## config.mk

```make
export PLATFORM = sky130hd
export DESIGN_NAME = pwfb_out
export DESIGN_NICKNAME = d
export VERILOG_FILES = /design/src/rtl/pwfb_pkg.sv /design/src/rtl/pwfb_out.sv
export SDC_FILE = /design/constraint.sdc
export NUM_CORES = 1
export LEC_CHECK = 0
export BUFFER_PORTS_ARGS = -buffer_cell sky130_fd_sc_hd__buf_4
export CORE_UTILIZATION = 55
export CTS_BUF_LIST = sky130_fd_sc_hd__clkbuf_2
export DETAILED_ROUTE_END_ITERATION = 8
export PLACE_DENSITY = 0.82
export SETUP_SLACK_MARGIN = 0.1
export SLEW_MARGIN = 10
export SYNTH_ARGS = -nofsm -noshare
export SYNTH_HDL_FRONTEND = slang
export SYNTH_SLANG_ARGS = --single-unit
```

## constraint.sdc

```tcl
create_clock -name i_clk -period 8.2 [get_ports i_clk]
set_clock_uncertainty 0.1 [all_clocks]
set_input_delay 1.64 -clock i_clk [delete_from_list [all_inputs] [get_ports i_clk]]
set_output_delay 1.64 -clock i_clk [all_outputs]
set_load 0.01 [all_outputs]
```

## src/rtl/pwfb_pkg.sv

```systemverilog
// ============================================================================
// pwfb_pkg: shared types and constants for the PID controller
// Register map codes, feedforward modes, configuration record and the
// flags that travel with each item through the datapath.
// ============================================================================
package pwfb_pkg;

    // Default sample width and gain format.
    localparam int SAMPLE_WIDTH_DEF   = 16;
    localparam int GAIN_FRAC_BITS_DEF = 8;

    // Fixed field widths.
    localparam int GAIN_W  = 16;   // unsigned Q8.8 gains
    localparam int ILIM_W  = 31;   // integral limit
    localparam int SUM_W   = 32;   // stored error sum, holds +/- integral limit
    localparam int MODE_W  = 2;

    // Configuration port.
    localparam int CFG_DATA_W = 32;
    localparam int CFG_ADDR_W = 5;
    localparam int REG_IDX_W  = 3;

    // Input command codes.
    localparam logic CMD_RUN   = 1'b0;
    localparam logic CMD_CLEAR = 1'b1;

    // Feedforward modes; the unused code behaves as no feedforward.
    typedef enum logic [MODE_W-1:0] {
        FF_NONE   = 2'd0,
        FF_FIRST  = 2'd1,
        FF_SECOND = 2'd2
    } t_ff_mode;

    // Register indexes (byte address is four times the index).
    typedef enum logic [REG_IDX_W-1:0] {
        REG_PROP_GAIN      = 3'd0,
        REG_INTEG_GAIN     = 3'd1,
        REG_DERIV_GAIN     = 3'd2,
        REG_FF_GAIN        = 3'd3,
        REG_INTEGRAL_LIMIT = 3'd4,
        REG_OUTPUT_LIMIT   = 3'd5,
        REG_FF_MODE        = 3'd6
    } t_reg_idx;

    // Configuration fields of fixed width.
    typedef struct packed {
        logic [GAIN_W-1:0] prop_gain;
        logic [GAIN_W-1:0] integ_gain;
        logic [GAIN_W-1:0] deriv_gain;
        logic [GAIN_W-1:0] ff_gain;
        logic [ILIM_W-1:0] integral_limit;
        t_ff_mode          ff_mode;
    } t_cfg;

    // Per-item control flags carried down the pipeline.
    typedef struct packed {
        logic clear;    // item was a clear command
        logic iclamp;   // integral hit its limit
    } t_step_flags;

endpackage

```

## src/rtl/pwfb_out.sv

```systemverilog
// ============================================================================
// pwfb_out: output summation and saturation
// Sums the four products, drops the gain fraction with floor rounding,
// saturates to the output limit and holds the result in the output register.
// ============================================================================
module pwfb_out #(
    parameter int SAMPLE_WIDTH   = pwfb_pkg::SAMPLE_WIDTH_DEF,
    parameter int GAIN_FRAC_BITS = pwfb_pkg::GAIN_FRAC_BITS_DEF,
    parameter int PW             = 49,
    localparam int OLIM_W        = SAMPLE_WIDTH - 1
) (
    input  logic                            i_clk,
    input  logic                            i_rst_n,
    input  logic [OLIM_W-1:0]               i_output_limit,
    input  logic                            i_valid,
    output logic                            o_ready,
    input  pwfb_pkg::t_step_flags           i_flags,
    input  logic signed [PW-1:0]            i_p_prop,
    input  logic signed [PW-1:0]            i_p_integ,
    input  logic signed [PW-1:0]            i_p_deriv,
    input  logic signed [PW-1:0]            i_p_ff,
    output logic                            o_valid,
    input  logic                            i_ready,
    output logic signed [SAMPLE_WIDTH-1:0]  o_drive,
    output logic                            o_integral_clamped,
    output logic                            o_output_saturated
);

    localparam int TW = PW + 2;

    logic                           r_valid;
    logic signed [SAMPLE_WIDTH-1:0] r_drive;
    logic                           r_iclamp;
    logic                           r_osat;

    logic signed [TW-1:0]           total;
    logic signed [TW-1:0]           scaled;
    logic signed [TW-1:0]           olim_pos;
    logic signed [TW-1:0]           olim_neg;
    logic signed [SAMPLE_WIDTH-1:0] n_drive;
    logic                           n_osat;
    logic                           fire;

    assign o_ready = !r_valid || i_ready;
    assign fire    = i_valid && o_ready;

    // Exact sum, then arithmetic shift (rounds toward minus infinity).
    assign total  = TW'(i_p_prop) + TW'(i_p_integ) + TW'(i_p_deriv) + TW'(i_p_ff);
    assign scaled = total >>> GAIN_FRAC_BITS;

    assign olim_pos = $signed({{(TW - OLIM_W){1'b0}}, i_output_limit});
    assign olim_neg = -olim_pos;

    // Saturation; a value equal to the limit counts as saturated.
    // A clear item bypasses it and gives zero with no flags.
    always_comb begin
        if (i_flags.clear) begin
            n_drive = '0;
            n_osat  = 1'b0;
        end else if (scaled <= olim_neg) begin
            n_drive = olim_neg[SAMPLE_WIDTH-1:0];
            n_osat  = 1'b1;
        end else if (scaled >= olim_pos) begin
            n_drive = olim_pos[SAMPLE_WIDTH-1:0];
            n_osat  = 1'b1;
        end else begin
            n_drive = scaled[SAMPLE_WIDTH-1:0];
            n_osat  = 1'b0;
        end
    end

    always_ff @(posedge i_clk) begin
        if (!i_rst_n) begin
            r_valid <= 1'b0;
        end else if (o_ready) begin
            r_valid <= i_valid;
        end
    end

    always_ff @(posedge i_clk) begin
        if (fire) begin
            r_drive  <= n_drive;
            r_iclamp <= i_flags.iclamp;
            r_osat   <= n_osat;
        end
    end

    assign o_valid            = r_valid;
    assign o_drive            = r_drive;
    assign o_integral_clamped = r_iclamp;
    assign o_output_saturated = r_osat;

endmodule

```

Word-level counts from Yosys, hierarchy flattened
Index checks and enable logic that the tools add are counted.

storage, ports and cells
  output and inout bits = 20
  input port bits = 217
  flip-flop bits (word level) = 19

cells by class
  $lt $le $gt $ge = 2
  muxes and demuxes = 4
  reduce and logical (&&, ||, !) cells = 3
  $add $sub $neg = 4

operators with widths
  cell                                          count
  adder 50 x 49 -> 51 bit                       1
  adder 51 x 49 -> 51 bit                       1
  less-or-equal comparator 43 x 51 -> 1 bit     1
  negator 15 -> 51 bit                          1
  adder 49 x 49 -> 50 bit                       1
  greater-or-equal comparator 43 x 16 -> 1 bit  1
  two-way mux 16 bit                            2
  two-way mux 1 bit                             2
  logical AND 1 bit                             1
  logical NOT 1 bit                             1
  logical OR 1 bit                              1

Depth between registers and ports, before layout
  word-level depth = 6
  mapped depth = 28
  depth with buffers taken out = 26

Worst setup path after synthesis
Ideal clock, no wire load.

  kind = input-to-reg
  start point = input port i_p_prop[30]
  end point = register r_drive[5], in the netlist o_drive[5] (data pin)
  data required time = 7940 ps
  arrival = 7135 ps
  stages on the path = 24
  setup time = 160 ps
  setup slack = 805 ps
  cells stage by stage = inv_1 fa_1 inv_1 fa_1 ha_1 clkbuf_1 nand2_1 or4_1 nor4_1 nor3_1 o41ai_2 a21bo_2 a21oi_1 xnor2_1 ha_1 nand3_1 nor2_1 and3_1 mux4_2 o211ai_1 o41ai_1 o21a_1 or3_1 a41oi_1

on the way
  cells in the longest elaborated chain, start to end = 6

RTL lines
  element                                       RTL line        text
  from (decl)                                   pwfb_out.sv:18  input logic signed [PW-1:0] i_p_prop,
  adder 49 x 49 -> 50 bit (*)                   pwfb_out.sv:48  assign total = TW'(i_p_prop) + TW'(i_p_integ) + TW'(i_p_deriv) + TW'(i_p_ff);
  adder 50 x 49 -> 51 bit (*)                   pwfb_out.sv:48
  adder 51 x 49 -> 51 bit (*)                   pwfb_out.sv:48
  greater-or-equal comparator 43 x 16 -> 1 bit  pwfb_out.sv:63  end else if (scaled >= olim_pos) begin
  two-way mux 16 bit                            pwfb_out.sv:63
  two-way mux 16 bit (*)                        pwfb_out.sv:60  end else if (scaled <= olim_neg) begin
  to (signal assigned)                          pwfb_out.sv:82  r_drive <= n_drive;
  to (decl)                                     pwfb_out.sv:32  logic signed [SAMPLE_WIDTH-1:0] r_drive;

Every way passes the cells marked *; elsewhere a longest branch is shown, timed or not.
A chain may end at the register's enable or synchronous reset.

Final worst setup path
  start point = input port i_p_prop[26]
  end point = register r_drive[4], in the netlist o_drive[4] (data pin)

The elaborated chain is that of the path after synthesis.

==> results.py <==
metrics = {
    "outcome": {
        "run_status": "finished clean",
    },
    "cts": {
        "cts_sinks": 19,
        "cts_max_path_buffers": 2,
        "cts_root_buf": "sky130_fd_sc_hd__clkbuf_2",
        "clkLatencyLatePin_ps": 310,
        "clk_pin_slew_worst_paths_ps": 180,
        "cts_made_buffers": 3,
        "cts_tree": "yes",
        "ctsHtreeMaxLevel": 1,
    },
    "detailed_routing": {
        "number_of_drc_violations_after_detailed_routing": 0,
        "initial_drc_count": 646,
        "postRouteWirelength_mm": 24.8,
        "detailed_route_via_count": 9371,
        "drt-wirelength-per-cell_um": 15.2,
        "drtAntennaViolNets": 0,
        "drt-pass1-iter-count": 6,
        "avgViaCountPerCell": 5.75,
    },
    "sta": {
        "final_hold_viol_count": 0,
        "worst_hold_slack_ps": 441,
        "final_worst_setup_slack_ps": 515,
        "final-setup-viol-count": 0,
        "post_layout_minimum_cycle_time_ps": 7680,
        "post-route-period-util": 0.937,
        "fin_setup_tns_ps": 0,
        "timing_max_transition_violations_final": 0,
        "rsz_0062_raised_after_global_routing": "false",
        "worst_slew_pin_slew_ps": 805,
        "max_slew_margin": 0.463,
        "clock.fmax_ghz": 0.130,
    },
    "floorplan": {
        "num_io_pins": 237,
        "initial_standard_cell_utilization_of_the_core": 0.565,
        "die_area_um2": 17600,
        "core.rowCount": 47,
        "die_width_um": 133,
        "die_height_um": 133,
        "floorplan_core_area_um2": 16600,
    },
    "worst_setup_path": {
        "crit_cells": 25,
        "worstSetupPathType": "in2reg",
        "setup.worst_path.start": "i_p_prop[26]",
        "r2r_cells": 2,
        "regToRegSetupSlack_ps": 6640,
        "critical_path_required_ps": 8270,
        "critical_path.n_buffers_inverters": 4,
        "crit_reg_reg_startpoint": "o_valid",
        "crit_family": "adder cells",
        "timing.critical_path.fanout_max": 14,
        "timing.rr.end": "o_drive[15]",
        "maximum_single_stage_delay_on_the_critical_path_ps": 540,
        "cp-endpoint": "o_drive[4]",
        "timing.critical_path.arrival_ps": 7750,
        "endpoint_kind": "register",
        "crit_slowest_cell": "sky130_fd_sc_hd__or4_1",
        "timing.critical_path.from_type": "primary input",
    },
    "finish": {
        "final_area_um2": 11400,
        "final_util": 0.686,
        "final_nets": 1835,
        "areaGrowthSynthToFinish_pct": 21.4,
        "drive_above_1_share": 0.227,
        "layout_common_cells": "268 x sky130_fd_sc_hd__buf_4, 255 x sky130_fd_sc_hd__inv_1, 110 x sky130_fd_sc_hd__ha_1",
        "mostFrequentLayoutCell": "sky130_fd_sc_hd__buf_4",
        "post_layout_nonfiller_instances": 1629,
        "antenna_cells_inserted": 0,
    },
    "logic_synthesis": {
        "net_count_of_the_mapped_netlist": 1609,
        "synth-seq-area-share": 0.0598,
        "post_synth_num_cell_types": 91,
        "ys_flop_type": "sky130_fd_sc_hd__edfxtp_1",
        "syn_area_per_cell_um2": 7.91,
        "share_of_async_settable_or_async_resettable_flops_after_synthesis": 0,
        "synthesis.yosys.warnings": 0,
        "synth-edff-count": 18,
        "synthCells": 1184,
        "syn_area_um2": 9370,
        "yosys_register_bits": 19,
    },
    "pwr": {
        "leakage_nw": 5.84,
        "overall_power_mw": 2.63,
        "seq_power_share": 0.056,
        "p_switching_mw": 1.48,
        "switching_share": 0.563,
        "power_per_cell_area_nw_per_um2": 231,
        "peakVddDrop_mv": 0.115,
        "power_report.internal_total_mw": 1.15,
        "comb_power_share": 0.929,
        "pwr-share-clk": 0.015,
    },
    "placed_design": {
        "port_buffers": 236,
        "placed_cell_area_um2": 11300,
        "detailedPlacementHpwl_mm": 21.9,
        "dp_cells": 1625,
        "place_ws_ps": 166,
        "gp_congestion": 0.988,
    },
    "min_path": {
        "hold_path.class": "reg2reg",
    },
    "global_route": {
        "grt_first_pass_wirelength_mm": 42.6,
        "grt_use_total": 0.289,
        "vias_in_the_first_global_route": 9347,
        "global_route.overflow_total": 0,
        "grt_start_max_net_pins": 19,
        "antenna_found_initial": 0,
    },
    "job": {
        "cap_viol_max_count": 0,
    },
}
state kept, by name, summed over array words and instances, names as in the netlist:
signal and cells:
o_output_saturated 1, o_valid 1, o_integral_clamped 1, o_drive 16
power groups by stage:
stage | clock network (mW) | registers [mW] | logic (mW)
finish | 0.0399 | 0.147 | 2.44
global route | 0.0432 | 0.149 | 2.70
CTS | 0.0397 | 0.147 | 2.41
detailed placement | 0 | 0.150 | 2.39
global placement | 0 | 0.149 | 2.35
floorplan | 0 | 0.161 | 1.73
what timing repair did:
| item | 4_1_cts | 5_1_grt |
|---|---|---|
| setup endpoints to repair | 0 | 10 |
| hold buffers | 0 | 0 |
| gates resized for setup | 0 | 3 |
| setup buffers | 0 | 0 |
synth_stat cells, types with 24 or more instances:
cell type / number / area, um2
sky130_fd_sc_hd__inv_1: 255 / 957
sky130_fd_sc_hd__ha_1: 110 / 1380
sky130_fd_sc_hd__fa_1: 98 / 1960
sky130_fd_sc_hd__a21oi_1: 73 / 365
sky130_fd_sc_hd__nand2_1: 61 / 229
sky130_fd_sc_hd__nor2_1: 59 / 221
sky130_fd_sc_hd__nand3_1: 50 / 250
sky130_fd_sc_hd__o21ai_0: 41 / 205
sky130_fd_sc_hd__nand4_1: 37 / 231
sky130_fd_sc_hd__xnor2_1: 36 / 315
sky130_fd_sc_hd__a21o_1: 29 / 218
sky130_fd_sc_hd__nor3_1: 24 / 120
final cells by class:
class / instances / area, um2
clock buffers: 3 / 15.0
clock inverters: 1 / 5.00
fillers: 1430 / 5210
inverters: 255 / 957
multi-input cells: 863 / 7550
flip-flops and latches: 19 / 561
well taps: 220 / 275
repair buffers: 268 / 2010
worst register-to-register path, stage by stage (launching register included):
cell and delay, ps:
sky130_fd_sc_hd__dfxtp_1 350, sky130_fd_sc_hd__nand2b_1 90, sky130_fd_sc_hd__and2_1 660
cells by family (layout without fill, tap and decap cells):
group	Yosys count	in the layout	synth area share
flip-flops	19	19	0.0598
buffers and inverters	302	527	0.136
AND/OR/NAND/NOR	332	332	0.193
adder cells (fa/ha/maj)	208	208	0.356
multiplexers	7	7	0.00895
XOR/XNOR	48	48	0.0449
AO/OA/AOI/OAI	268	268	0.201
worst min-delay path by stage:
stage / from / cells past startpoint / endpoint
3_5_place_dp: o_valid / 2 / o_valid
3_3_place_gp: o_valid / 2 / o_valid
5_1_grt: o_valid / 2 / o_valid
6_report: o_valid / 2 / o_valid
2_1_floorplan: o_valid / 2 / o_valid
4_1_cts: o_valid / 2 / o_valid
per-layer routing:
layer  vias up  share of wire  GRT usage
li1       4533              -          -
met1      4357           0.41      0.354
met2       408           0.50      0.527
met3        73          0.061     0.0287
met4         0          0.035      0.100
met5         -              0          0
Note: power is estimated with default switching activity, not from simulation.
