### config.mk
export PLATFORM = sky130hd
export DESIGN_NAME = pwfb_state
export DESIGN_NICKNAME = d
export VERILOG_FILES = /design/src/rtl/pwfb_pkg.sv /design/src/rtl/pwfb_state.sv
export SDC_FILE = /design/constraint.sdc
export NUM_CORES = 1
export LEC_CHECK = 0
export BUFFER_PORTS_ARGS = -buffer_cell sky130_fd_sc_hd__buf_4
export CAP_MARGIN = 20
export CORE_ASPECT_RATIO = 0.7
export CORE_MARGIN = 1.5
export CORE_UTILIZATION = 30
export DETAILED_ROUTE_END_ITERATION = 7
export SKIP_LAST_GASP = 1
export SLEW_MARGIN = 0
export SYNTH_ARGS = -nofsm -noshare
export SYNTH_HDL_FRONTEND = slang
export SYNTH_SLANG_ARGS = --single-unit
### constraint.sdc
create_clock -name i_clk -period 12.4 [get_ports i_clk]
set_clock_uncertainty 0.1 [all_clocks]
set_input_delay 3.1 -clock i_clk [delete_from_list [all_inputs] [get_ports i_clk]]
set_output_delay 3.1 -clock i_clk [all_outputs]
set_load 0.005 [all_outputs]
### src/rtl/pwfb_pkg.sv
// ============================================================================
// pwfb_pkg: shared types and constants for the PID controller
// Register map codes, feedforward modes, configuration record and the
// flags that travel with each item through the datapath.
// ============================================================================
package pwfb_pkg;

    // Default sample width and gain format.
    localparam int SAMPLE_WIDTH_DEF   = 16;
    localparam int GAIN_FRAC_BITS_DEF = 8;

    // Fixed field widths.
    localparam int GAIN_W  = 16;   // unsigned Q8.8 gains
    localparam int ILIM_W  = 31;   // integral limit
    localparam int SUM_W   = 32;   // stored error sum, holds +/- integral limit
    localparam int MODE_W  = 2;

    // Configuration port.
    localparam int CFG_DATA_W = 32;
    localparam int CFG_ADDR_W = 5;
    localparam int REG_IDX_W  = 3;

    // Input command codes.
    localparam logic CMD_RUN   = 1'b0;
    localparam logic CMD_CLEAR = 1'b1;

    // Feedforward modes; the unused code behaves as no feedforward.
    typedef enum logic [MODE_W-1:0] {
        FF_NONE   = 2'd0,
        FF_FIRST  = 2'd1,
        FF_SECOND = 2'd2
    } t_ff_mode;

    // Register indexes (byte address is four times the index).
    typedef enum logic [REG_IDX_W-1:0] {
        REG_PROP_GAIN      = 3'd0,
        REG_INTEG_GAIN     = 3'd1,
        REG_DERIV_GAIN     = 3'd2,
        REG_FF_GAIN        = 3'd3,
        REG_INTEGRAL_LIMIT = 3'd4,
        REG_OUTPUT_LIMIT   = 3'd5,
        REG_FF_MODE        = 3'd6
    } t_reg_idx;

    // Configuration fields of fixed width.
    typedef struct packed {
        logic [GAIN_W-1:0] prop_gain;
        logic [GAIN_W-1:0] integ_gain;
        logic [GAIN_W-1:0] deriv_gain;
        logic [GAIN_W-1:0] ff_gain;
        logic [ILIM_W-1:0] integral_limit;
        t_ff_mode          ff_mode;
    } t_cfg;

    // Per-item control flags carried down the pipeline.
    typedef struct packed {
        logic clear;    // item was a clear command
        logic iclamp;   // integral hit its limit
    } t_step_flags;

endpackage

### src/rtl/pwfb_state.sv
// ============================================================================
// pwfb_state: error, integral and feedforward state update
// Forms the error, its difference, the clamped error sum and the feedforward
// difference for one item, updates the controller state and registers the
// operands for the multiplier stage.
// ============================================================================
module pwfb_state #(
    parameter int SAMPLE_WIDTH = pwfb_pkg::SAMPLE_WIDTH_DEF,
    localparam int ERR_W  = SAMPLE_WIDTH + 1,
    localparam int DIFF_W = SAMPLE_WIDTH + 2,
    localparam int FF_W   = SAMPLE_WIDTH + 3
) (
    input  logic                            i_clk,
    input  logic                            i_rst_n,
    input  pwfb_pkg::t_cfg                  i_cfg,
    input  logic                            i_valid,
    output logic                            o_ready,
    input  logic                            i_cmd,
    input  logic signed [SAMPLE_WIDTH-1:0]  i_setpoint,
    input  logic signed [SAMPLE_WIDTH-1:0]  i_measured,
    input  logic signed [SAMPLE_WIDTH-1:0]  i_ff_reference,
    output logic                            o_valid,
    input  logic                            i_ready,
    output pwfb_pkg::t_step_flags           o_flags,
    output logic signed [ERR_W-1:0]         o_err,
    output logic signed [pwfb_pkg::SUM_W-1:0] o_sum,
    output logic signed [DIFF_W-1:0]        o_diff,
    output logic signed [FF_W-1:0]          o_ff
);

    localparam int SUM_W = pwfb_pkg::SUM_W;
    localparam int ACC_W = ((SUM_W > ERR_W) ? SUM_W : ERR_W) + 1;

    // Controller state.
    logic signed [ERR_W-1:0]        r_last_error;
    logic signed [SUM_W-1:0]        r_error_sum;
    logic signed [SAMPLE_WIDTH-1:0] r_ff_hist0;
    logic signed [SAMPLE_WIDTH-1:0] r_ff_hist1;

    // Operand register.
    logic                           r_valid;
    pwfb_pkg::t_step_flags          r_flags;
    logic signed [ERR_W-1:0]        r_err;
    logic signed [SUM_W-1:0]        r_sum;
    logic signed [DIFF_W-1:0]       r_diff;
    logic signed [FF_W-1:0]         r_ff;

    logic                           fire;
    logic signed [ERR_W-1:0]        n_err;
    logic signed [DIFF_W-1:0]       n_diff;
    logic signed [ACC_W-1:0]        sum_tmp;
    logic signed [ACC_W-1:0]        lim_pos;
    logic signed [ACC_W-1:0]        lim_neg;
    logic signed [SUM_W-1:0]        n_sum;
    logic                           n_iclamp;
    logic signed [FF_W-1:0]         ref_x;
    logic signed [FF_W-1:0]         hist0_x;
    logic signed [FF_W-1:0]         hist1_x;
    logic signed [FF_W-1:0]         n_ff;

    assign o_ready = !r_valid || i_ready;
    assign fire    = i_valid && o_ready;

    // Error and its first difference.
    assign n_err  = ERR_W'(i_setpoint) - ERR_W'(i_measured);
    assign n_diff = DIFF_W'(n_err) - DIFF_W'(r_last_error);

    // Running error sum with symmetric clamp; equality counts as clamped.
    assign sum_tmp = ACC_W'(r_error_sum) + ACC_W'(n_err);
    assign lim_pos = $signed({{(ACC_W - pwfb_pkg::ILIM_W){1'b0}}, i_cfg.integral_limit});
    assign lim_neg = -lim_pos;

    always_comb begin
        if (sum_tmp <= lim_neg) begin
            n_sum    = lim_neg[SUM_W-1:0];
            n_iclamp = 1'b1;
        end else if (sum_tmp >= lim_pos) begin
            n_sum    = lim_pos[SUM_W-1:0];
            n_iclamp = 1'b1;
        end else begin
            n_sum    = sum_tmp[SUM_W-1:0];
            n_iclamp = 1'b0;
        end
    end

    // Feedforward difference, with the new sample as the newest point.
    assign ref_x   = FF_W'(i_ff_reference);
    assign hist0_x = FF_W'(r_ff_hist0);
    assign hist1_x = FF_W'(r_ff_hist1);

    always_comb begin
        unique case (i_cfg.ff_mode)
            pwfb_pkg::FF_FIRST:  n_ff = ref_x - hist0_x;
            pwfb_pkg::FF_SECOND: n_ff = ref_x - (hist0_x <<< 1) + hist1_x;
            default:             n_ff = '0;
        endcase
    end

    // State update and valid flag.
    always_ff @(posedge i_clk) begin
        if (!i_rst_n) begin
            r_valid      <= 1'b0;
            r_last_error <= '0;
            r_error_sum  <= '0;
            r_ff_hist0   <= '0;
            r_ff_hist1   <= '0;
        end else begin
            if (o_ready) begin
                r_valid <= i_valid;
            end
            if (fire) begin
                if (i_cmd == pwfb_pkg::CMD_CLEAR) begin
                    r_last_error <= '0;
                    r_error_sum  <= '0;
                    r_ff_hist0   <= '0;
                    r_ff_hist1   <= '0;
                end else begin
                    r_last_error <= n_err;
                    r_error_sum  <= n_sum;
                    r_ff_hist0   <= i_ff_reference;
                    r_ff_hist1   <= r_ff_hist0;
                end
            end
        end
    end

    // Operands for the multiplier stage; a clear item carries zeros.
    always_ff @(posedge i_clk) begin
        if (fire) begin
            if (i_cmd == pwfb_pkg::CMD_CLEAR) begin
                r_flags.clear  <= 1'b1;
                r_flags.iclamp <= 1'b0;
                r_err          <= '0;
                r_sum          <= '0;
                r_diff         <= '0;
                r_ff           <= '0;
            end else begin
                r_flags.clear  <= 1'b0;
                r_flags.iclamp <= n_iclamp;
                r_err          <= n_err;
                r_sum          <= n_sum;
                r_diff         <= n_diff;
                r_ff           <= n_ff;
            end
        end
    end

    assign o_valid = r_valid;
    assign o_flags = r_flags;
    assign o_err   = r_err;
    assign o_sum   = r_sum;
    assign o_diff  = r_diff;
    assign o_ff    = r_ff;

endmodule

---- After elaboration in Yosys (flattened, before gate mapping) ----
Cells that the tools add are included.
operators by class
  shifts and indexed selects .............. 0
  eq/ne operators ......................... 2
  multipliers ............................. 0
  mux-type cells .......................... 10
  $add $sub $neg .......................... 7
  reduce and logical (&&, ||, !) cells .... 3
  order comparisons ....................... 2
  bitwise operators ....................... 0
  div/mod/pow operators ................... 0
operators by type and width
  cell                                                                   count
  32-bit 2-to-1 mux                                                      3
  19-bit one-hot mux with 2 select lines                                 1
  16-bit by 16-bit subtractor with 17-bit output                         2
  32-bit by 17-bit adder with 33-bit output                              1
  33-bit by 32-bit greater-or-equal comparator with 1-bit output         1
  33-bit <= comparator                                                   1
  31-bit negation with 33-bit output                                     1
  16-bit 2-to-1 mux                                                      2
  18-bit by 16-bit adder with 19-bit output                              1
  16-bit by 17-bit subtractor with 18-bit output                         1
  17-bit by 17-bit subtractor with 18-bit output                         1
  17-bit 2-to-1 mux                                                      1
  2-bit by 1-bit equality test with 1-bit output, second input constant  1
  2-bit equality test, second input constant                             1
  1-bit 2-to-1 mux                                                       2
  2-bit 2-to-1 mux                                                       1
  1-bit logical AND                                                      1
  1-bit logical NOT                                                      1
  1-bit logical OR                                                       1
word-level totals
  memories ................................ 0
  register bits ........................... 170
  RAM bits ................................ 0
  latch bits .............................. 0
  bits in read-only memories .............. 0

---- Depth between registers and ports, before layout ----
  depth after elaboration ................. 6
  mapped depth ............................ 36
  gate-level depth less buffers ........... 32

---- Worst setup path after synthesis ----
OpenSTA, ideal clock, no wires.
  path kind ............................... input -> register
  start ................................... input port i_setpoint[0]
  end ..................................... register r_sum[11] (netlist: o_sum[11]) (data pin)
  data required time ...................... 12.034 ns
  setup time .............................. 0.266 ns
  setup slack ............................. 2.322 ns
  data arrival time ....................... 9.712 ns
  stages on the path ...................... 32
  cells stage by stage .................... inv_1 -> ha_1 -> fa_1 -> nor2b_1 -> o21ai_0 -> a21oi_1 -> o41ai_1 -> o211ai_1 -> o211ai_1 -> o21ai_0 -> a211o_1 -> o21ai_0 -> ha_1 -> and2_1 -> nand4_1 -> nand4_1 -> o21ai_0 -> a211oi_1 -> or3_1 -> and2_1 -> ha_1 -> a21oi_1 -> nor2_1 -> a2111oi_0 -> o21ai_0 -> a21o_1 -> o21ai_1 -> clkbuf_1 -> clkbuf_1 -> o211ai_1 -> a22oi_1 -> nor2_1
between the ends
  cells in the longest elaborated chain, start to end .. 6
ends and longest elaborated chain
  element                                                         line               source
  start: declaration                                              pwfb_state.sv:19   input logic signed [SAMPLE_WIDTH-1:0] i_setpoint,
  16-bit by 16-bit subtractor with 17-bit output *                pwfb_state.sv:65   assign n_err = ERR_W'(i_setpoint) - ERR_W'(i_measured);
  32-bit by 17-bit adder with 33-bit output *                     pwfb_state.sv:69   assign sum_tmp = ACC_W'(r_error_sum) + ACC_W'(n_err);
  33-bit by 32-bit greater-or-equal comparator with 1-bit output  pwfb_state.sv:77   end else if (sum_tmp >= lim_pos) begin
  32-bit 2-to-1 mux                                               pwfb_state.sv:77
  32-bit 2-to-1 mux *                                             pwfb_state.sv:74   if (sum_tmp <= lim_neg) begin
  32-bit 2-to-1 mux *                                             --
  end signal: assignment                                          pwfb_state.sv:141  r_sum <= n_sum;
  end: declaration                                                pwfb_state.sv:44   logic signed [SUM_W-1:0] r_sum;
Every way passes the cells marked *; elsewhere a longest branch is shown, timed or not.
A chain may end at the register's enable or synchronous reset.

---- Final worst setup path ----
  start ................................... input port i_setpoint[0]
  end ..................................... register r_sum[22] (netlist: o_sum[22]) (data pin)
The elaborated chain is that of the path after synthesis.

==> impl_results.md <==
- Status: finished clean
- Worst-path clk slew: 0.08 ns
- Clock sink count: 170
- Slew HR: 31.76%
- Post-synth top area share: 18.66%
- Final net count: 2188
- Routed wire length: 43570 um
- Share of layout cells above drive strength 1: 14.43%
- WS Path Type: input port to flip-flop
- Fmax: 90.49 MHz
- Vias per cell: 5.117
- Maximum fanout along the worst path: 12
- Crit-path max cell delay: 0.52 ns
- DP HPWL: 33540 um
- Final setup fails: 0
- DRC errors left: 0
- CP endpoint kind: flip-flop
- Share of synthesized registers carrying an async set or reset: 0%
- Synth cell types: 71
- Power Total: 0.002524 W
- FF+latch area: 0.004284 mm^2
- Clock Latency Late Sink: 0.47 ns
- Global-route wire length before repair: 67480 um
- IR drop worst, VDD: 0.00008101 V
- Total congestion overflow: 0
- 1st-pass router iterations: 5
- Avg Inst Size Synth: 8.452 um^2
- Crit path time final: 11.05 ns
- Synth warn: 0
- Yosys reg bits: 170
- # fillers: 4751
- Final Hold Violating Endpoints: 0
- Arrival time worst endpoint: 11.15 ns
- Worst endpoint required time: 12.50 ns
- RSZ-0062 raised after global routing: false
- Core footprint: 0.04649 mm^2
- Row count: 66
- Post-Syn Instances: 1676
- Area post-placement: 0.01631 mm^2
- Die width: 262.7 um
- Total of max-cap violations: 0
- Hold_buf cts: 0
- # H-tree levels: 4
- Input/output buffers: 175
- Die height: 184.8 um
- Hold_ws: 0.3669 ns
- Largest net degree at the start of global routing: 83
- Power per Cell Area: 149.0 mW/mm^2
- Startpoint Class: input port
- Slowest cell on crit path: a211o_1
- Iter 0 DRT Violations: 812
- Vias: 12670
- Worst-case clock buffer depth: 2
- Slew Limit Fails: 0
- Sequential element share of the synthesized area: 30.24%
- Multi-input logic area: 0.008934 mm^2
- Initial antenna violation count: 0
- Area of the die: 0.04855 mm^2
- LEAKAGE: 7.412 nW
- Hold crit path type: flip-flop to flip-flop
- CTS tree: built
- CTS buffer count: 17
- Vias in the first global route: 12050
- Syn-to-layout area delta: 19.59%
- IO Pins: 240
- Post-CTS sizing: 0
- Setup_tns: 0 ns
- Total GRT Usage: 17.87%
- Post-CTS setup buffers: 0
- Post-synth top area cell: edfxtp_1
- Antenna-violating nets left: 0
- Post-Syn Nets: 2013
- Drt wl/cell: 17.60 um
- Starting Density: 30.47%
- Worst slew pin tran: 1.021 ns
- Post-synthesis cell area: 0.01416 mm^2
- Post-synth EDFFs: 88
- Final worst path period share: 89.12%
- Ant diodes: 0
- CTS root buf: clkbuf_16
- Main synth FF type: edfxtp_1
- Routability cong.: 0.9345
- Finished layout cell area: 0.01694 mm^2
- Synth area leaders: edfxtp_1 19%, ha_1 15%, dfxtp_1 12%
[kinds of logic after synthesis]
| group | synth area share, % |
|---|---|
| compound gates | 18.55 |
| xor+xnor | 6.492 |
| fa+ha+maj | 17.58 |
| buf+inv | 6.740 |
| flops | 30.24 |
| mux | 1.652 |
| simple gates | 18.74 |
[critical path, delay by kind of cell]
kind | cells | cell delay (ns)
simple gates | 7 | 1.23
buf+inv | 4 | 0.53
mux | 1 | 0.33
compound gates | 18 | 4.54
fa+ha+maj | 4 | 1.37
[synthesized netlist by cell type, types with 14 or more instances]
library cell and number:
a21oi_1 96, and3_1 20, nand2_1 114, a21o_1 35, nand2b_1 21, ha_1 167
fa_1 20, a31oi_1 37, nor3_1 51, nor2b_1 52, dfxtp_1 82, o211ai_1 16
a22oi_1 14, xor2_1 26, xnor2_1 79, inv_1 189, nand4_1 23, o21ai_0 76
nand3_1 41, clkbuf_1 49, nor2_1 160, and2_1 22, or3_1 14, edfxtp_1 88
[per-layer routing]
| layer | part of all wire [%] | GRT usage (%) | vias up | wire, um |
|---|---|---|---|---|
| li1 | - | - | 6301 | - |
| met1 | 51 | 26.28 | 5988 | 22340 |
| met2 | 42 | 27.16 | 347 | 18490 |
| met3 | 5.0 | 2.765 | 33 | 2197 |
| met4 | 1.3 | 4.326 | 0 | 551 |
| met5 | 0 | 0 | - | 0 |
[cell usage in the layout, fill, tap and decap left out, types with 11 or more instances in the layout]
cell | netlist | routed
nand4_1 | 23 | 23
edfxtp_1 | 88 | 88
dfxtp_1 | 82 | 82
xnor2_1 | 79 | 79
nand2_1 | 114 | 114
nor2_1 | 160 | 160
o21ai_0 | 76 | 75
clkbuf_16 | 0 | 17
a31oi_1 | 37 | 37
inv_1 | 189 | 188
buf_4 | 0 | 211
ha_1 | 167 | 167
a21o_1 | 35 | 35
and3_1 | 20 | 20
fa_1 | 20 | 20
o211ai_1 | 16 | 16
xor2_1 | 26 | 26
a21oi_1 | 96 | 96
nand3_1 | 41 | 41
and2_1 | 22 | 22
o31ai_1 | 12 | 12
mux2_2 | 11 | 11
mux2i_1 | 11 | 11
nor3_1 | 51 | 51
nor2b_1 | 52 | 52
or3_1 | 14 | 14
a22oi_1 | 14 | 14
nand2b_1 | 21 | 21
[layout make-up]
| class | count | area share [%] |
|---|---|---|
| timing repair buffer | 212 | 9.469 |
| sequential | 170 | 25.29 |
| clock buffer | 17 | 2.511 |
| tap | 612 | 4.520 |
| inverter | 190 | 4.240 |
| clock inverter | 15 | 1.233 |
| multi-input combinational | 1260 | 52.74 |
[worst paths after layout]
| kind | startpoint | endpoint | slack [ns] | cells past startpoint |
|---|---|---|---|---|
| worst max-delay path | i_setpoint[0] | o_sum[22]$_DFFE_PP_ | 1.35 | 34 |
| worst max register to register | r_error_sum[0]$_SDFFE_PN0P_ | o_sum[22]$_DFFE_PP_ | 5.66 | 22 |
| worst min-delay path | r_last_error[15]$_SDFFE_PN0P_ | r_last_error[15]$_SDFFE_PN0P_ | 0.37 | 2 |
| worst min register to register | r_last_error[15]$_SDFFE_PN0P_ | r_last_error[15]$_SDFFE_PN0P_ | 0.37 | 2 |
[sequential cells by signal, indices dropped and copies added (netlist names)]
name / cells
o_sum: 32
o_err: 17
r_ff_hist0: 16
o_diff: 18
o_ff: 19
r_ff_hist1: 16
r_error_sum: 32
o_flags: 2
r_last_error: 17
o_valid: 1
[per-stage QoR]
step / util [%] / std cells / worst slack (ns)
floorplan: - / 1676 / 2.322
global placement: 35.07 / 2444 / 0.9909
detailed placement: 35.07 / 2444 / 0.9867
CTS: 36.44 / 2476 / 1.457
global route: 36.44 / 2476 / 0.8699
finish: 36.44 / 2476 / 1.349
[power breakdown]
group	total, W	switching, W	internal [W]
combinational	0.00124	0.000719	0.000518
sequential	0.000701	0.0000281	0.000673
clock	0.000587	0.000307	0.000280
Note: power is estimated with default switching activity, not from simulation.
