[src/rtl/pwfb_pkg.sv]
// ============================================================================
// pwfb_pkg: shared types and constants for the PID controller
// Register map codes, feedforward modes, configuration record and the
// flags that travel with each item through the datapath.
// ============================================================================
package pwfb_pkg;

    // Default sample width and gain format.
    localparam int SAMPLE_WIDTH_DEF   = 16;
    localparam int GAIN_FRAC_BITS_DEF = 8;

    // Fixed field widths.
    localparam int GAIN_W  = 16;   // unsigned Q8.8 gains
    localparam int ILIM_W  = 31;   // integral limit
    localparam int SUM_W   = 32;   // stored error sum, holds +/- integral limit
    localparam int MODE_W  = 2;

    // Configuration port.
    localparam int CFG_DATA_W = 32;
    localparam int CFG_ADDR_W = 5;
    localparam int REG_IDX_W  = 3;

    // Input command codes.
    localparam logic CMD_RUN   = 1'b0;
    localparam logic CMD_CLEAR = 1'b1;

    // Feedforward modes; the unused code behaves as no feedforward.
    typedef enum logic [MODE_W-1:0] {
        FF_NONE   = 2'd0,
        FF_FIRST  = 2'd1,
        FF_SECOND = 2'd2
    } t_ff_mode;

    // Register indexes (byte address is four times the index).
    typedef enum logic [REG_IDX_W-1:0] {
        REG_PROP_GAIN      = 3'd0,
        REG_INTEG_GAIN     = 3'd1,
        REG_DERIV_GAIN     = 3'd2,
        REG_FF_GAIN        = 3'd3,
        REG_INTEGRAL_LIMIT = 3'd4,
        REG_OUTPUT_LIMIT   = 3'd5,
        REG_FF_MODE        = 3'd6
    } t_reg_idx;

    // Configuration fields of fixed width.
    typedef struct packed {
        logic [GAIN_W-1:0] prop_gain;
        logic [GAIN_W-1:0] integ_gain;
        logic [GAIN_W-1:0] deriv_gain;
        logic [GAIN_W-1:0] ff_gain;
        logic [ILIM_W-1:0] integral_limit;
        t_ff_mode          ff_mode;
    } t_cfg;

    // Per-item control flags carried down the pipeline.
    typedef struct packed {
        logic clear;    // item was a clear command
        logic iclamp;   // integral hit its limit
    } t_step_flags;

endpackage

[src/rtl/pwfb_regs.sv]
// ============================================================================
// pwfb_regs: configuration register file
// APB-style write and read access to the seven controller registers.
// ============================================================================
module pwfb_regs #(
    parameter int OLIM_W = pwfb_pkg::SAMPLE_WIDTH_DEF - 1
) (
    input  logic                            i_clk,
    input  logic                            i_rst_n,
    input  logic                            psel,
    input  logic                            penable,
    input  logic                            pwrite,
    input  logic [pwfb_pkg::CFG_ADDR_W-1:0] paddr,
    input  logic [pwfb_pkg::CFG_DATA_W-1:0] pwdata,
    output logic [pwfb_pkg::CFG_DATA_W-1:0] prdata,
    output logic                            pready,
    output pwfb_pkg::t_cfg                  o_cfg,
    output logic [OLIM_W-1:0]               o_output_limit
);

    pwfb_pkg::t_cfg        r_cfg;
    logic [OLIM_W-1:0]     r_output_limit;
    pwfb_pkg::t_reg_idx    reg_idx;
    logic                  wr_en;

    assign reg_idx = pwfb_pkg::t_reg_idx'(paddr[pwfb_pkg::CFG_ADDR_W-1:2]);
    assign wr_en   = psel && penable && pwrite;
    assign pready  = 1'b1;

    // Register writes; a write to an unmapped index is dropped.
    always_ff @(posedge i_clk) begin
        if (!i_rst_n) begin
            r_cfg.prop_gain      <= '0;
            r_cfg.integ_gain     <= '0;
            r_cfg.deriv_gain     <= '0;
            r_cfg.ff_gain        <= '0;
            r_cfg.integral_limit <= '0;
            r_cfg.ff_mode        <= pwfb_pkg::FF_NONE;
            r_output_limit       <= '1;
        end else if (wr_en) begin
            unique case (reg_idx)
                pwfb_pkg::REG_PROP_GAIN: begin
                    r_cfg.prop_gain <= pwdata[pwfb_pkg::GAIN_W-1:0];
                end
                pwfb_pkg::REG_INTEG_GAIN: begin
                    r_cfg.integ_gain <= pwdata[pwfb_pkg::GAIN_W-1:0];
                end
                pwfb_pkg::REG_DERIV_GAIN: begin
                    r_cfg.deriv_gain <= pwdata[pwfb_pkg::GAIN_W-1:0];
                end
                pwfb_pkg::REG_FF_GAIN: begin
                    r_cfg.ff_gain <= pwdata[pwfb_pkg::GAIN_W-1:0];
                end
                pwfb_pkg::REG_INTEGRAL_LIMIT: begin
                    r_cfg.integral_limit <= pwdata[pwfb_pkg::ILIM_W-1:0];
                end
                pwfb_pkg::REG_OUTPUT_LIMIT: begin
                    r_output_limit <= pwdata[OLIM_W-1:0];
                end
                pwfb_pkg::REG_FF_MODE: begin
                    r_cfg.ff_mode <= pwfb_pkg::t_ff_mode'(pwdata[pwfb_pkg::MODE_W-1:0]);
                end
                default: begin
                end
            endcase
        end
    end

    // Read mux.
    always_comb begin
        unique case (reg_idx)
            pwfb_pkg::REG_PROP_GAIN:      prdata = pwfb_pkg::CFG_DATA_W'(r_cfg.prop_gain);
            pwfb_pkg::REG_INTEG_GAIN:     prdata = pwfb_pkg::CFG_DATA_W'(r_cfg.integ_gain);
            pwfb_pkg::REG_DERIV_GAIN:     prdata = pwfb_pkg::CFG_DATA_W'(r_cfg.deriv_gain);
            pwfb_pkg::REG_FF_GAIN:        prdata = pwfb_pkg::CFG_DATA_W'(r_cfg.ff_gain);
            pwfb_pkg::REG_INTEGRAL_LIMIT: prdata = pwfb_pkg::CFG_DATA_W'(r_cfg.integral_limit);
            pwfb_pkg::REG_OUTPUT_LIMIT:   prdata = pwfb_pkg::CFG_DATA_W'(r_output_limit);
            pwfb_pkg::REG_FF_MODE:        prdata = pwfb_pkg::CFG_DATA_W'(r_cfg.ff_mode);
            default:                      prdata = '0;
        endcase
    end

    assign o_cfg          = r_cfg;
    assign o_output_limit = r_output_limit;

endmodule

[config.mk]
export PLATFORM = sky130hd
export DESIGN_NAME = pwfb_regs
export DESIGN_NICKNAME = d
export VERILOG_FILES = /design/src/rtl/pwfb_pkg.sv /design/src/rtl/pwfb_regs.sv
export SDC_FILE = /design/constraint.sdc
export NUM_CORES = 1
export LEC_CHECK = 0
export ABC_AREA = 0
export ABC_CLOCK_PERIOD_IN_PS = 1800
export BUFFER_PORTS_ARGS = -buffer_cell sky130_fd_sc_hd__buf_2
export CAP_MARGIN = 20
export CORE_MARGIN = 4
export CORE_UTILIZATION = 30
export DETAILED_ROUTE_END_ITERATION = 16
export GPL_TIMING_DRIVEN = 0
export HOLD_SLACK_MARGIN = 0.03
export PLACE_DENSITY = 0.56
export SYNTH_ARGS = -nofsm -noshare
export SYNTH_HDL_FRONTEND = slang
export SYNTH_SLANG_ARGS = --single-unit
[constraint.sdc]
create_clock -name i_clk -period 1.8 [get_ports i_clk]
set_clock_uncertainty 0.15 [all_clocks]
set_input_delay 0.36 -clock i_clk [delete_from_list [all_inputs] [get_ports i_clk]]
set_output_delay 0.36 -clock i_clk [all_outputs]
set_load 0.03 [all_outputs]
# Word level (Yosys, flattened, before mapping)
# Index checks and enable logic that the tools add are counted.
totals:
  ff_bits: 112
  latch_bits: 0
  mem_bits_rw: 0
  romBits: 0
  inputBits: 42
  out_inout_bits: 145
  n_memories: 0
op_classes:
  add_sub_neg: 0
  mul: 0
  div_mod_pow: 0
  magnitude_cmp: 0
  eq_ne: 6
  n_shift: 0
  n_mux: 1
  bitwise_logic: 0
  n_reduce_logical: 10
ops:
  columns: ["operator", "count"]
  rows:
  - ["31-bit one-hot mux with 7 select lines", 1]
  - ["2-bit AND reduction", 7]
  - ["3-bit == test (second input constant)", 3]
  - ["3-bit by 2-bit == test with 1-bit output (second input constant)", 2]
  - ["3-bit by 1-bit == test with 1-bit output (second input constant)", 1]
  - ["3-bit zero test", 1]
  - ["1-bit logical AND", 2]

# Logic depth before layout (Yosys ltp)
# Gate-level depths: netlist (run 1).
depth:
  word_depth: 3
  depth_mapped: 6
  mapped_depth_nobuf: 3

# Worst setup path after synthesis (run 1)
# Ideal clock, no wire load.
synth_timing:
  path_type: "in2out"
  start: "in paddr[2] in the netlist's numbering"
  end: "out prdata[12] in the netlist's numbering"
  arrival_time_ns: 1.689
  t_required_ns: 1.290
  slack_ns: -0.399
  cell_stages: 5
  path_cell_list: "buf_4 > buf_2 > buf_1 > nand2_1 > o221ai_1"
synth_via:
  elab_chain_len: 2
synth_rtl:
  columns: ["element", "line_no", "text"]
  rows:
  - ["from (decl)", "pwfb_regs.sv:13", "input logic [pwfb_pkg::CFG_ADDR_W-1:0] paddr,"]
  - ["3-bit == test (tied with other cells)", "pwfb_regs.sv:71", "unique case (reg_idx)"]
  - ["31-bit one-hot mux with 7 select lines (*)", "pwfb_regs.sv:71", null]
  - ["to (decl)", "pwfb_regs.sv:15", "output logic [pwfb_pkg::CFG_DATA_W-1:0] prdata,"]
# Every way passes the cells marked *; elsewhere a longest branch is shown, timed or not.

# Final worst setup path (run 1)
layout_timing:
  start: "reg r_cfg, in the netlist o_cfg[49]"
  end: "out prdata[0] in the netlist's numbering"
layout_via:
  elab_chain_len: 1
layout_rtl:
  columns: ["element", "line_no", "text"]
  rows:
  - ["from (decl)", "pwfb_regs.sv:21", "pwfb_pkg::t_cfg r_cfg;"]
  - ["31-bit one-hot mux with 7 select lines", "pwfb_regs.sv:71", null]
# Every way passes these cells.

==> results of run 1 <==
## how the worst min path moves through the flow
stage	startpoint	endpoint	slack, ns	cells after the start
floorplan	pwdata[28]	o_cfg[30]	0.35	2
global placement	o_cfg[24]	o_cfg[24]	0.30	2
detailed placement	o_cfg[26]	o_cfg[26]	0.31	2
CTS	pwdata[25]	o_cfg[27]	0.09	3
global route	pwdata[23]	o_cfg[25]	0.1	3
finish	pwdata[30]	o_cfg[32]	0.09	3
## report_power, final
part,switching (mW),internal [mW],leakage [nW]
clock,0.946,0.946,0.133
combinational,0.455,0.349,2.50
sequential,0.0198,2.50,0.916
total,1.42,3.79,3.55
## per-stage QoR
| step | setup slack, ns | cell area, sq um | hold slack (ns) | cells | TNS, ns |
|---|---|---|---|---|---|
| after detailed placement | -0.6585 | 6631 | 0.3080 | 943 | -40.53 |
| after global placement | -0.5774 | 6631 | 0.3003 | 943 | -36.36 |
| after CTS | -0.2714 | 7776 | 0.08722 | 987 | -2.291 |
| after global routing | -0.2852 | 8000 | 0.09937 | 1002 | -2.869 |
| after floorplan | 0.006022 | 5465 | 0.3522 | 545 | 0 |
| final | -0.2706 | 8000 | 0.09299 | 1002 | -1.924 |
## kinds of logic (layout without fill, tap and decap cells)
| family | Yosys count | count (layout) | synth area share |
|---|---|---|---|
| AO/OA/AOI/OAI | 57 | 57 | 0.07996 |
| buffers and inverters | 64 | 301 | 0.05631 |
| flip-flops | 112 | 112 | 0.4369 |
| multiplexers | 140 | 140 | 0.2777 |
| other | 2 | 2 | 0.001463 |
| AND/OR/NAND/NOR | 170 | 170 | 0.1477 |
## layout make-up
type	count	area (sq um)
Clock buffer	10	229.0
Multi-Input combinational cell	369	3054
Tap cell	220	275.3
Clock inverter	6	43.79
Inverter	16	60.06
Timing Repair Buffer	221	1573
Fill cell	1555	8701
Sequential cell	112	2272
Buffer	48	493.0
## cell usage after synthesis, types with 2 or more instances
| cell type | number | area (sq um) |
|---|---|---|
| buf_2 | 11 | 55.05 |
| dfxtp_1 | 112 | 2242 |
| mux2i_1 | 130 | 1301 |
| buf_6 | 2 | 22.52 |
| nand2b_1 | 2 | 12.51 |
| clkbuf_1 | 24 | 90.09 |
| inv_1 | 16 | 60.06 |
| conb_1 | 2 | 7.510 |
| a22oi_1 | 4 | 30.03 |
| buf_1 | 5 | 18.77 |
| o21ai_0 | 18 | 90.09 |
| and2_1 | 15 | 93.84 |
| a221oi_1 | 4 | 35.03 |
| nor2_2 | 2 | 12.51 |
| nor2_1 | 3 | 11.26 |
| or3_1 | 10 | 62.56 |
| a21oi_1 | 4 | 20.02 |
| nand2_1 | 130 | 488.0 |
| mux2_2 | 9 | 101.4 |
| o221ai_1 | 9 | 78.83 |
| o311ai_0 | 15 | 131.4 |
| buf_4 | 5 | 37.54 |
## repair_timing
action                     4_1_cts  5_1_grt
setup endpoints to repair       63       76
resized for setup              155       40
pin swaps                       13       17
hold endpoints to repair         0        0
buffers inserted                22       15
cloned                           6        0
## registers in the layout, summed over array words and instances, names as in the netlist
signal / flops
o_cfg: 97
o_output_limit: 15
## routing by layer
metal / GRT usage / vias to the layer above
li1: - / 2349
met2: 0.3585 / 221
met3: 0.03414 / 27
met4: 0.05561 / 0
met1: 0.2690 / 2474
met5: 0 / -
## critical path: cells and delay by family (launching register included)
kind     cells  cell delay [ns]
flops        1             0.33
mux          2             0.74
buf+inv      1             0.14
==> flow_summary.yaml, run 1 <==
pwr:
  power_mw: 5.212
  leakage_nw: 3.545
  power_density_nw_per_um2: 651.5
  vdd_ir_drop_max_mv: 0.3877
floorplanning:
  ios: 187
  core_area_sq_um: 16700
  rows: 47
  die_h_um: 138.8
  die_x_um: 138.8
  die_area_sq_um: 19260
  initial_core_util: 0.3073
route:
  wl_met1_um: 8854
  dr.pass1.iters: 5
  drc: 0
  wl_met3_um: 1341
  vias: 5071
  dr.max_layer_used: "met4"
  ant_nets: 0
  drtIter0Drc: 293
  met2_length_um: 10110
  post_drt_wl_per_cell_um: 20.59
  drt_wl_total_um: 20630
  drt-vias-per-instance: 5.061
cts:
  clkLatencyLatePin_ns: 0.35
  cts_buffers: 9
  cts_hold_buf: 0
  cts_tree: "built"
  clock-sinks: 112
  clock_path_buffers: 2
  cts-root-buf: "clkbuf_16"
  path_clk_slew_ns: 0.08
  h-tree-depth: 3
global_routing:
  grt_pass1_vias: 5259
  grt_usage: 0.2074
  antenna_found_initial: 0
  grt_pass1_wl_um: 31240
  grt_max_degree: 19
  gr-total-overflow: 0
yosys:
  avgSynthCellArea_sq_um: 9.417
  seq_area_frac_synth: 0.4369
  synth.yosys.warnings: 0
  synth-edff-count: 0
  ys.flop_type: "dfxtp_1"
  ys_seq_elements: 112
  ys_types: 35
  synth-async-reset-ratio: 0
  synth_nets: 587
  synthesis.area_sq_um: 5132
  syn_inst: 545
sta:
  postLayoutSetupSlackWorst_ns: -0.2706
  max-slew-margin-rel: 0.5003
  setup_viol_count_final: 22
  finalHoldViolCount: 0
  worstMarginPinSlew_ns: 0.7495
  rsz0062_at_grt: "yes"
  fin_crit_sh: 1.150
  max_freq_ghz: 0.4829
  slew_violations: 0
  finalCriticalPeriod_ns: 2.071
critical_path:
  crit_required_ns: 1.29
  critPathKind: "reg -> out"
  critPathLaunch: "o_cfg[49]"
  slowest_delay_ns: 0.45
  cp_slowest_cell: "mux4_2"
  reg2reg_slack_ns: 0.88
  r2r_cells: 3
  crit_chain: "mux4_2, mux2_4, buf_6"
  worst_setup_path_start_kind: "flop"
  crit_end: "prdata[0]"
  timing.rr.start: "o_cfg[84]"
  worstReg2RegEnd: "o_cfg[84]"
  endpoint_kind: "primary output"
  crit_fanout: 2
  cp_data_arrival_time_ns: 1.56
run_status:
  status: "finished, violations left"
  violations: "negative setup slack"
finish:
  final_layout_size_suffix_gt1_frac: 0.4680
  num_antenna_cells: 0
  final_common_cell: "buf_2"
  num-nets-final: 819
  post-route-util: 0.4790
  area_growth_syn_to_layout_pct: 55.88
  layout_common_cells: "buf_2, nand2_1, mux2i_1, dfxtp_1, buf_6"
placement:
  gp_congestion: 0.8018
  place_hpwl_um: 14230
  port_buffers: 178
hold_path:
  hp-class: "in -> reg"
run:
  maxCapViolCount: 0
(Power assumes the default switching activity.)
==> run 2: changes to the inputs <==
CAP_MARGIN = 30   (was 20)
RECOVER_POWER = 50   (was default)
==> run 2 against run 1 <==
The flow still finishes with violations (negative setup slack). Largest cell class unchanged. Non-clock buffer count stayed put. Worst setup slack better by 0.0051 ns. Critical path type unchanged. Maximum frequency is 0.25% higher.
==> flow_summary.yaml, run 2 (synthesis gave the netlist of run 1 again) <==
run_status:
  status: "finished, violations left"
  violations: "negative setup slack"
route:
  dr.pass1.iters: 5
  drc: 0
  drtIter0Drc: 314
  drt-vias-per-instance: 5.033
  vias: 5043
  post_drt_wl_per_cell_um: 20.64
  ant_nets: 0
  drt_wl_total_um: 20690
critical_path:
  critPathKind: "reg -> out"
  crit_fanout: 2
  cp_data_arrival_time_ns: 1.56
  worst_setup_path_start_kind: "flop"
  crit_required_ns: 1.29
  endpoint_kind: "primary output"
pwr:
  power_mw: 5.214
  pwr-share-comb: 0.153
  power.switching_mw: 1.428
  switching_share: 0.2739
  vdd_ir_drop_max_mv: 0.3875
  p_seq_frac: 0.483
  p_int_mw: 3.786
  clockPowerShare: 0.364
  leakage_nw: 3.128
  power_density_nw_per_um2: 662.4
sta:
  worstMarginPinSlew_ns: 0.7385
  finalHoldViolCount: 0
  rsz0062_at_grt: "yes"
  finalCriticalPeriod_ns: 2.065
  fin_crit_sh: 1.147
  setup_viol_count_final: 22
  slew_violations: 0
  max_freq_ghz: 0.4842
  whs_ns: 0.09328
  setup-tns-final_ns: -1.890
  postLayoutSetupSlackWorst_ns: -0.2655
  max-slew-margin-rel: 0.5076
placement:
  port_buffers: 178
  gp_congestion: 0.8018
  place_hpwl_um: 14230
  pre_cts_ws_ns: -0.6585
floorplanning:
  die_h_um: 138.8
  initial_core_util: 0.3073
  ios: 187
  die_area_sq_um: 19260
  rows: 47
  die_x_um: 138.8
  core_area_sq_um: 16700
global_routing:
  grt_pass1_wl_um: 31240
  gr-total-overflow: 0
  grt_usage: 0.2074
  grt_max_degree: 19
  grt_pass1_vias: 5259
  antenna_found_initial: 0
finish:
  area_growth_syn_to_layout_pct: 53.36
  num-nets-final: 819
  post-route-util: 0.4713
  largest_reg_flops: 97
  final_layout_size_suffix_gt1_frac: 0.3363
  num_antenna_cells: 0
  layout_common_cells: "nand2_1, mux2i_1, clkbuf_1, dfxtp_1, buf_2"
  final_common_cell: "nand2_1"
  num-fill-cells: 1605
run:
  maxCapViolCount: 0
cts:
  h-tree-depth: 3
  path_clk_slew_ns: 0.08
  cts_tree: "built"
  clock_path_buffers: 2
  cts_buffers: 9
  clock-sinks: 112
  cts_hold_buf: 0
  clkLatencyLatePin_ns: 0.35
  cts-root-buf: "clkbuf_16"
hold_path:
  hp-class: "in -> reg"
## run 2: repair_timing
| item | in CTS | in global routing |
|---|---|---|
| resized for setup | 155 | 40 |
| cloned | 6 | 0 |
| buffers inserted | 22 | 15 |
| pin swaps | 13 | 17 |
| endpoints found under the setup margin | 63 | 76 |
## run 2: path summary, 6_finish.rpt
path	end	from	slack, ns	depth (start not counted)
max	prdata[0]	o_cfg[0]	-0.27	3
min	o_cfg[32]	pwdata[30]	0.09	3
max reg2reg	o_output_limit[13]	o_output_limit[13]	0.87	2
min reg2reg	o_cfg[57]	o_cfg[57]	0.32	2
## run 2: power by group through the flow
stage / sequential, mW / combinational (mW) / clock, mW
floorplan: 2.61 / 0.345 / 0
global placement: 2.57 / 0.588 / 0
detailed placement: 2.57 / 0.596 / 0
CTS: 2.51 / 0.763 / 1.93
global route: 2.52 / 0.838 / 2.02
finish: 2.52 / 0.798 / 1.90
## run 2: worst max-delay path: stages, from the launching register on
cell	delay, ns
dfxtp_2	0.32
mux4_2	0.46
mux2_4	0.29
buf_6	0.14
## run 2: per-layer routing
metal	up-vias	routed length (um)	track usage
met2	220	10030	0.3585
li1	2346	-	-
met5	-	0	0
met4	0	352	0.05561
met1	2449	9017	0.2690
met3	28	1289	0.03414
## run 2: stage by stage
step,cells,area [sq um]
global route,1002,7871
global placement,943,6631
detailed placement,943,6631
floorplan,545,5465
CTS,987,7776
finish,1002,7871
## run 2: layout make-up
| type | instances | area (sq um) | area share |
|---|---|---|---|
| Buffer | 48 | 493.0 | 0.06263 |
| Sequential cell | 112 | 2272 | 0.2887 |
| Inverter | 16 | 60.06 | 0.007630 |
| Clock inverter | 6 | 43.79 | 0.005564 |
| Tap cell | 220 | 275.3 | 0.03497 |
| Multi-Input combinational cell | 369 | 3054 | 0.3880 |
| Clock buffer | 10 | 229.0 | 0.02909 |
| Timing Repair Buffer | 221 | 1444 | 0.1834 |
==> run 3: changes to the inputs <==
CORE_UTILIZATION = 45   (was 30)
PLACE_DENSITY = 0.78   (was 0.56)
==> run 3 against run 2 <==
Worst hold slack is essentially flat. Final area down 2.9%. Largest power group unchanged. Largest cell class unchanged. Count of clock-buffer cells in the layout rose by 2. Register-to-register slack got worse by 0.13 ns. Non-clock buffer count shrank 12. Sequential share of layout area increased by 0.76 points. Via count increased by 7.5%. The flow still finishes with violations (negative setup slack). Critical endpoint unchanged. Flip-flop and latch count unchanged. Worst setup slack lost 0.020 ns. Total power increased by 0.37%. First-iteration DRC count is 22% higher.
==> flow_summary.yaml, run 3 (synthesis gave the netlist of run 1 again) <==
run_status:
  status: "finished, violations left"
  violations: "negative setup slack"
sta:
  worstMarginPinSlew_ns: 0.8436
  finalCriticalPeriod_ns: 2.086
  finalHoldViolCount: 0
  slew_violations: 0
  setup_viol_count_final: 51
  max_freq_ghz: 0.4794
  max-slew-margin-rel: 0.4346
  rsz0062_at_grt: "yes"
  postLayoutSetupSlackWorst_ns: -0.2858
  fin_crit_sh: 1.159
global_routing:
  grt_pass1_vias: 5441
  antenna_found_initial: 0
  grt_usage: 0.2980
  grt_pass1_wl_um: 29990
  grt_max_degree: 18
  gr-total-overflow: 0
critical_path:
  endpoint_kind: "primary output"
  critPathKind: "reg -> out"
  cp_slowest_cell: "mux4_2"
  crit_family: "multiplexers"
  worst_setup_path_start_kind: "flop"
  path_buf_inv: 1
  slowest_delay_ns: 0.45
  path_depth: 3
  cp_data_arrival_time_ns: 1.58
  crit_required_ns: 1.29
  crit_chain: "mux4_2, mux2_4, buf_6"
  crit_fanout: 3
  r2r_cells: 2
run:
  maxCapViolCount: 0
finish:
  num-fill-cells: 834
  final_common_cell: "nand2_1"
  layout_common_cells: "nand2_1, mux2i_1, clkbuf_1, dfxtp_1, buf_2"
  final_layout_size_suffix_gt1_frac: 0.3221
  largest_reg_flops: 97
  num-nets-final: 807
  area_growth_syn_to_layout_pct: 48.88
  stdcell_count: 910
  num_antenna_cells: 0
pwr:
  power.switching_mw: 1.397
  power_mw: 5.233
  clockPowerShare: 0.370
  power_density_nw_per_um2: 684.9
  vdd_ir_drop_max_mv: 0.4620
  switching_share: 0.2669
  p_seq_frac: 0.481
  p_int_mw: 3.837
  leakage_nw: 3.064
  pwr-share-comb: 0.149
floorplanning:
  initial_core_util: 0.4673
  die_x_um: 114.8
  ios: 187
  rows: 38
  core_area_sq_um: 10980
  die_area_sq_um: 13180
  die_h_um: 114.8
route:
  post_drt_wl_per_cell_um: 22.31
  drt-vias-per-instance: 5.957
  drtIter0Drc: 384
  dr.pass1.iters: 7
  vias: 5421
  ant_nets: 0
  drt_wl_total_um: 20300
  drc: 0
cts:
  path_clk_slew_ns: 0.07
  cts_tree: "built"
  clkLatencyLatePin_ns: 0.35
  h-tree-depth: 3
  cts_buffers: 9
  clock_path_buffers: 2
  cts_hold_buf: 0
  clock-sinks: 112
  cts-root-buf: "clkbuf_16"
hold_path:
  hp-class: "in -> reg"
  whs_path_depth: 3
placement:
  pre_cts_ws_ns: -0.5671
  port_buffers: 178
  place_inst: 863
  place_hpwl_um: 13100
  gp_congestion: 0.9102
run 3: changes by cell type in the layout (fill, tap and decap cells not counted), sizes merged:
cell and change:
clkinv -2, clkbuf -1, inv -1, clkinvlp +1
bufbuf +1, buf -10
run 3: per-stage QoR:
stage | area (sq um) | setup TNS, ns | hold WS [ns] | utilization
global route | 7641 | -5.836 | 0.1059 | 0.6957
detailed placement | 6531 | -31.95 | 0.3053 | 0.5947
global placement | 6531 | -26.75 | 0.3004 | 0.5947
finish | 7641 | -4.406 | 0.09346 | 0.6957
CTS | 7614 | -2.612 | 0.09372 | 0.6932
floorplan | 5465 | 0 | 0.3522 | -
run 3: final cells by class:
class                      count  area, sq um  share of cell area
timing repair buffer         209         1341              0.1755
clock buffer                  12        256.5             0.03357
tap                          140        175.2             0.02292
multi-input combinational    369         3037              0.3974
buffer                        48        479.2             0.06271
clock inverter                 4        28.78            0.003766
inverter                      16        60.06            0.007860
sequential                   112         2263              0.2962
run 3: power by group through the flow:
stage | registers [mW] | clock network, mW | logic (mW)
final | 2.52 | 1.94 | 0.779
after CTS | 2.51 | 1.93 | 0.736
after global placement | 2.57 | 0 | 0.571
after detailed placement | 2.57 | 0 | 0.582
after global routing | 2.52 | 2.03 | 0.806
after floorplan | 2.61 | 0 | 0.345
run 3: routing by layer:
metal  vias to the layer above  GRT usage  wire, um
li1                       2328          -         -
met1                      2659     0.3506      7388
met2                       349     0.5126     10120
met3                        85    0.05895      1891
met4                         0     0.1588       898
met5                         -          0         0
run 3: path summary, 6_finish.rpt:
path,end,slack (ns),from
max reg2reg,o_output_limit[2],0.74,o_output_limit[2]
min reg2reg,o_cfg[86],0.32,o_cfg[86]
max,prdata[0],-0.29,o_cfg[81]
min,o_cfg[30],0.09,pwdata[28]
run 3: what timing repair did:
action	4_1_cts	5_1_grt
setup buffers	17	8
hold endpoints to repair	0	0
gates resized for setup	150	34
cloned	5	1
setup endpoints to repair	51	69
pin swaps	18	9
run 3: tightest hold or removal path: cells and delay by family:
family                 cells  cell delay, ns
buffers and inverters      1            0.09
muxes                      1            0.05
and+or+nand+nor            1            0.04
